## config.mk

```make
export PLATFORM = sky130hd
export DESIGN_NAME = vpt_ctrl
export DESIGN_NICKNAME = d
export VERILOG_FILES = /design/src/vpt_pkg.sv /design/src/vpt_ctrl.sv
export VERILOG_INCLUDE_DIRS = /design/src /design/src/src
export SDC_FILE = /design/constraint.sdc
export NUM_CORES = 1
export LEC_CHECK = 0
export BUFFER_PORTS_ARGS = -buffer_cell sky130_fd_sc_hd__buf_2
export CAP_MARGIN = 20
export CORE_AREA = 2 2 39 41
export DETAILED_ROUTE_END_ITERATION = 6
export DIE_AREA = 0 0 41 43
export GPL_TIMING_DRIVEN = 0
export SLEW_MARGIN = 40
export SYNTH_ARGS = -nofsm -noshare
export SYNTH_HDL_FRONTEND = slang
export SYNTH_SLANG_ARGS = --single-unit
```

## constraint.sdc

```tcl
create_clock -name aclk -period 1.5 [get_ports aclk]
set_clock_uncertainty 0.1 [all_clocks]
set_input_delay 0.3 -clock aclk [delete_from_list [all_inputs] [get_ports aclk]]
set_output_delay 0.3 -clock aclk [all_outputs]
set_load 0.05 [all_outputs]
```

## src/assert_macros.svh

```systemverilog
// Assertion macros shared by the tokenizer modules.
`ifndef ASSERT_MACROS_SVH
`define ASSERT_MACROS_SVH
`ifndef SYNTHESIS
`define ASSERT_PROP(lbl, clk, rstn, prop, msg) \
    lbl: assert property (@(posedge clk) disable iff (!rstn) prop) else $error(msg);
`define ASSERT_NEVER(lbl, clk, rstn, cond, msg) \
    lbl: assert property (@(posedge clk) disable iff (!rstn) !(cond)) else $error(msg);
`else
`define ASSERT_PROP(lbl, clk, rstn, prop, msg)
`define ASSERT_NEVER(lbl, clk, rstn, cond, msg)
`endif
`endif

```

## src/vpt_pkg.sv

```systemverilog
// Shared constants and controller/datapath interface types of the tokenizer.
package vpt_pkg;

    localparam int MAX_ENTRIES_DEF   = 4096;
    localparam int MAX_ENTRY_LEN_DEF = 16;

    localparam int IDX_W   = 12;
    localparam int POS_W   = 4;
    localparam int LEN_W   = 5;
    localparam int CHAR_W  = 8;
    localparam int COUNT_W = 13;
    localparam int TOK_W   = 12;

    localparam int IDX_LSB  = 0;
    localparam int POS_LSB  = IDX_LSB + IDX_W;
    localparam int LEN_LSB  = POS_LSB + POS_W;
    localparam int CHAR_LSB = LEN_LSB + LEN_W;

    localparam int S_DATA_W = 32;
    localparam int M_DATA_W = 16;

    localparam logic CMD_LOAD = 1'b0;
    localparam logic CMD_TEXT = 1'b1;

    localparam logic STATUS_MATCH    = 1'b0;
    localparam logic STATUS_NO_MATCH = 1'b1;

    typedef struct packed {
        logic load;
        logic append;
        logic start_scan;
        logic scan;
        logic emit;
        logic mark_last;
    } dp_cmd_t;

    typedef struct packed {
        logic full;
        logic scan_done;
        logic out_free;
        logic rest_empty;
    } dp_status_t;

endpackage

```

## src/vpt_ctrl.sv

```systemverilog
// Tokenizer controller: request acceptance, scan sequencing and result hand-off.
`include "assert_macros.svh"

module vpt_ctrl (
    input  logic                aclk,
    input  logic                aresetn,
    input  logic                s_tvalid,
    output logic                s_tready,
    input  logic                s_tuser,
    input  logic                s_tlast,
    output vpt_pkg::dp_cmd_t    cmd_o,
    input  vpt_pkg::dp_status_t sts_i
);

    typedef enum logic [3:0] {
        ST_IDLE  = 4'b0001,
        ST_CHECK = 4'b0010,
        ST_SCAN  = 4'b0100,
        ST_EMIT  = 4'b1000
    } state_t;

    state_t st_reg, st_next;
    logic   flush_reg, flush_next;
    logic   acc;

    assign s_tready = (st_reg == ST_IDLE);
    assign acc      = s_tvalid && s_tready;

    always_comb begin
        st_next    = st_reg;
        flush_next = flush_reg;
        cmd_o      = '0;
        case (st_reg)
            ST_IDLE: begin
                if (acc && s_tuser == vpt_pkg::CMD_TEXT) begin
                    cmd_o.append = 1'b1;
                    flush_next   = s_tlast;
                    st_next      = ST_CHECK;
                end else if (acc) begin
                    cmd_o.load = 1'b1;
                end
            end
            ST_CHECK: begin
                if (flush_reg || sts_i.full) begin
                    cmd_o.start_scan = 1'b1;
                    st_next          = ST_SCAN;
                end else begin
                    st_next = ST_IDLE;
                end
            end
            ST_SCAN: begin
                cmd_o.scan = 1'b1;
                if (sts_i.scan_done) begin
                    st_next = ST_EMIT;
                end
            end
            ST_EMIT: begin
                if (sts_i.out_free) begin
                    cmd_o.emit      = 1'b1;
                    cmd_o.mark_last = flush_reg && sts_i.rest_empty;
                    // A flush keeps matching until the window is empty.
                    if (flush_reg && !sts_i.rest_empty) begin
                        cmd_o.start_scan = 1'b1;
                        st_next          = ST_SCAN;
                    end else begin
                        st_next = ST_IDLE;
                    end
                end
            end
            default: begin
                st_next = ST_IDLE;
            end
        endcase
    end

    always_ff @(posedge aclk) begin
        if (!aresetn) begin
            st_reg    <= ST_IDLE;
            flush_reg <= 1'b0;
        end else begin
            st_reg    <= st_next;
            flush_reg <= flush_next;
        end
    end

    `ASSERT_PROP(a_emit_free, aclk, aresetn, cmd_o.emit |-> sts_i.out_free, "emit into busy output")
    `ASSERT_PROP(a_text_check, aclk, aresetn, (acc && s_tuser == vpt_pkg::CMD_TEXT) |=> st_reg == ST_CHECK, "text request not checked")
    `ASSERT_PROP(a_flush_cont, aclk, aresetn, (cmd_o.emit && flush_reg && !sts_i.rest_empty) |=> st_reg == ST_SCAN, "flush stopped early")

endmodule

```

==> metrics.md <==
| Metric | Value |
|---|---|
| Post-synthesis cell count | 40 |
| Mapped Area | 315 µm² |
| Commonest non-fill, non-tap cell in the layout | buf_2 |
| Via count | 386 |
| Largest net degree at the start of global routing | 10 |
| Nature of the critical path endpoint | output pin |
| Max Clk Rate | 0.517 GHz |
| Yosys warnings | 0 |
| Share of post-route cells with drive strength above 1 | 0.667 |
| First-pass GRT wire length | 1300 µm |
| CTS tree | built |
| Vias per cell | 4.54 |
| Grt met3 use | 0.0314 |
| Failing checks | negative setup slack |
| IO Port Bufs | 15 |
| Placed Instances | 71 |
| Num CTS Buffers | 3 |
| Worst Tran Pin Value | 0.272 ns |
| Status | complete, but fails checks |
| Arr. time, crit path | 1.53 ns |
| Worst vdd rail ir drop | 366 µV |
| GR Overflow Total | 0 |
| Initial Utilization | 0.228 |
| Final-layout fill cell count | 133 |
| Final setup vio count | 7 |
| Gpl congestion | 0.703 |
| Max-Cap Viols | 0 |
| Fin cells | 85 |
| Capturing point of the worst reg2reg path | st_reg[0]$_SDFFE_PN1P_ |
| Final #Nets | 79 |
| Power per cell area | 625 mW/mm² |
| Final Cycle Share | 1.29 |
| Worst Hold Endpoint | st_reg[0]$_SDFFE_PN1P_ |
| Fin. Hold Viols | 0 |
| Global Route Usage Sum | 0.107 |
| WL final | 890 µm |
| Initial DRC Count | 5 |
| Final max-slew violation count | 0 |
| Syn_nets | 49 |
| Root Buffer | clkbuf_4 |
| CP Max Fanout | 4 |
| Syn Area/Cell | 7.88 µm² |
| Worst min path class | primary input to flip-flop |
| GR Util met1 | 0.115 |
| Clk_lat worst skew | 0.23 ns |
| Most frequent cells in the layout | buf_2, buf_6, buf_4, nand2_1, buf_8 |
| Final worst slack | -0.432 ns |
| Most used routing layer | met2 |
| Post-route ant nets | 0 |
| Max clock buf depth | 2 |
| Vias in the first global route | 347 |
| Max-slew headroom | 0.819 |
| DRC | 0 |
| M2 GR Usage | 0.184 |
| Area of the core | 0.00138 mm² |
| TritonRoute pass-1 iters | 2 |
| Synthesis-to-finish area growth | 114% |
| Worst Min Path Start | aresetn |
| Fin crit period | 1.93 ns |
| Hold depth | 2 |
| Die Y | 43 µm |
| LEAKAGE | 0.271 nW |
| RSZ-0062 raised after global routing | yes |
| Register area share after synthesis | 0.317 |
| Initial antenna violation count | 0 |
| Num rows | 14 |
| WL per Instance | 10.5 µm |
| R2r setup slk | 0.05 ns |
| Die area | 0.00176 mm² |
| WS Path Type | flip-flop to output pin |
| Detailed placer's ending HPWL | 602 µm |
| Synth unique cells | 21 |
| Io pins | 16 |
| FF+latch area | 110 µm² |
| Clk sinks | 5 |
| Ant. Diodes | 0 |
| Synthesized flop and latch total | 5 |
| Worst Path Required | 1.10 ns |
| Die W | 41 µm |
| Largest register FFs | 4 |
| Startpoint types | flip-flop |
| Clk pin slew, worst setup/hold paths | 0.04 ns |
| CTS H-tree lvls | 1 |
| Multi-input logic area | 264 µm² |
| Worst R2R Start | st_reg[2]$_SDFFE_PN0P_ |
| R2r worst-path depth | 8 |
| Final Util | 0.487 |
what timing repair did:
item	CTS	global route
hold buffers	0	0
endpoints found under the setup margin	7	9
pin swaps	5	8
setup buffers	7	4
resized for setup	31	10
cell type report:
| class | count | area share |
|---|---|---|
| clock buffers | 4 | 0.0390 |
| inverters | 5 | 0.0445 |
| multi-input cells | 30 | 0.391 |
| flip-flops and latches | 5 | 0.163 |
| well taps | 16 | 0.0297 |
| repair buffers | 25 | 0.332 |
synth_stat cells:
library cell	instances	area (µm²)
dfxtp_1	5	100
inv_1	5	18.8
nand2_1	4	15.0
nor3b_1	3	22.5
o21ai_0	3	15.0
nand3_1	2	10.0
nor2_1	2	7.51
o211ai_1	2	15.0
o21a_1	2	15.0
a21boi_0	1	7.51
a21boi_1	1	7.51
a221oi_1	1	8.76
and2_1	1	6.26
and3_1	1	6.26
nand2b_1	1	6.26
nand4b_1	1	8.76
nor2_4	1	11.3
nor2b_1	1	6.26
nor3_1	1	5.00
o32ai_1	1	8.76
or4b_4	1	13.8
stage by stage:
step | TNS [ns] | power (mW) | hold slack, ns | worst slack (ns) | cell area (µm²)
global route | -2.40 | 0.447 | 0.208 | -0.480 | 674
CTS | -2.05 | 0.416 | 0.201 | -0.433 | 627
global placement | -1.26 | 0.240 | 0.420 | -0.281 | 452
floorplan | -1.18 | 0.215 | 0.289 | -0.316 | 357
detailed placement | -1.19 | 0.241 | 0.418 | -0.284 | 452
finish | -2.09 | 0.422 | 0.205 | -0.432 | 674
worst max-delay path by stage:
stage | start | end | cells past startpoint
3_3_place_gp | st_reg[2]$_SDFFE_PN0P_ | cmd_o[5] | 3
6_report | st_reg[2]$_SDFFE_PN0P_ | cmd_o[5] | 3
2_1_floorplan | st_reg[2]$_SDFFE_PN0P_ | cmd_o[5] | 2
3_5_place_dp | st_reg[2]$_SDFFE_PN0P_ | cmd_o[5] | 3
5_1_grt | st_reg[1]$_SDFFE_PN0P_ | cmd_o[5] | 3
4_1_cts | st_reg[2]$_SDFFE_PN0P_ | cmd_o[5] | 3
where the power goes:
part / internal (mW) / switching, mW
Sequential: 0.136 / 0.00629
Clock: 0.100 / 0.0489
Combinational: 0.0587 / 0.0712
critical path: stages, from the launching register on:
cell     delay (ns)
dfxtp_4        0.34
or4b_4         0.59
nor3b_4        0.20
buf_6          0.18
kinds of logic (layout without fill, tap and decap cells):
kind of cell,count (synthesis),count (layout),synth area share
flip-flops,5,5,0.317
AO/OA/AOI/OAI,11,11,0.246
buffers and inverters,5,34,0.0595
AND/OR/NAND/NOR,19,19,0.377
layer usage:
metal	part of all wire	up-vias
li1	-	203
met1	0.40	180
met2	0.58	3
met3	0.016	0
met4	0	0
met5	0	-
Note: power is estimated with default switching activity, not from simulation.
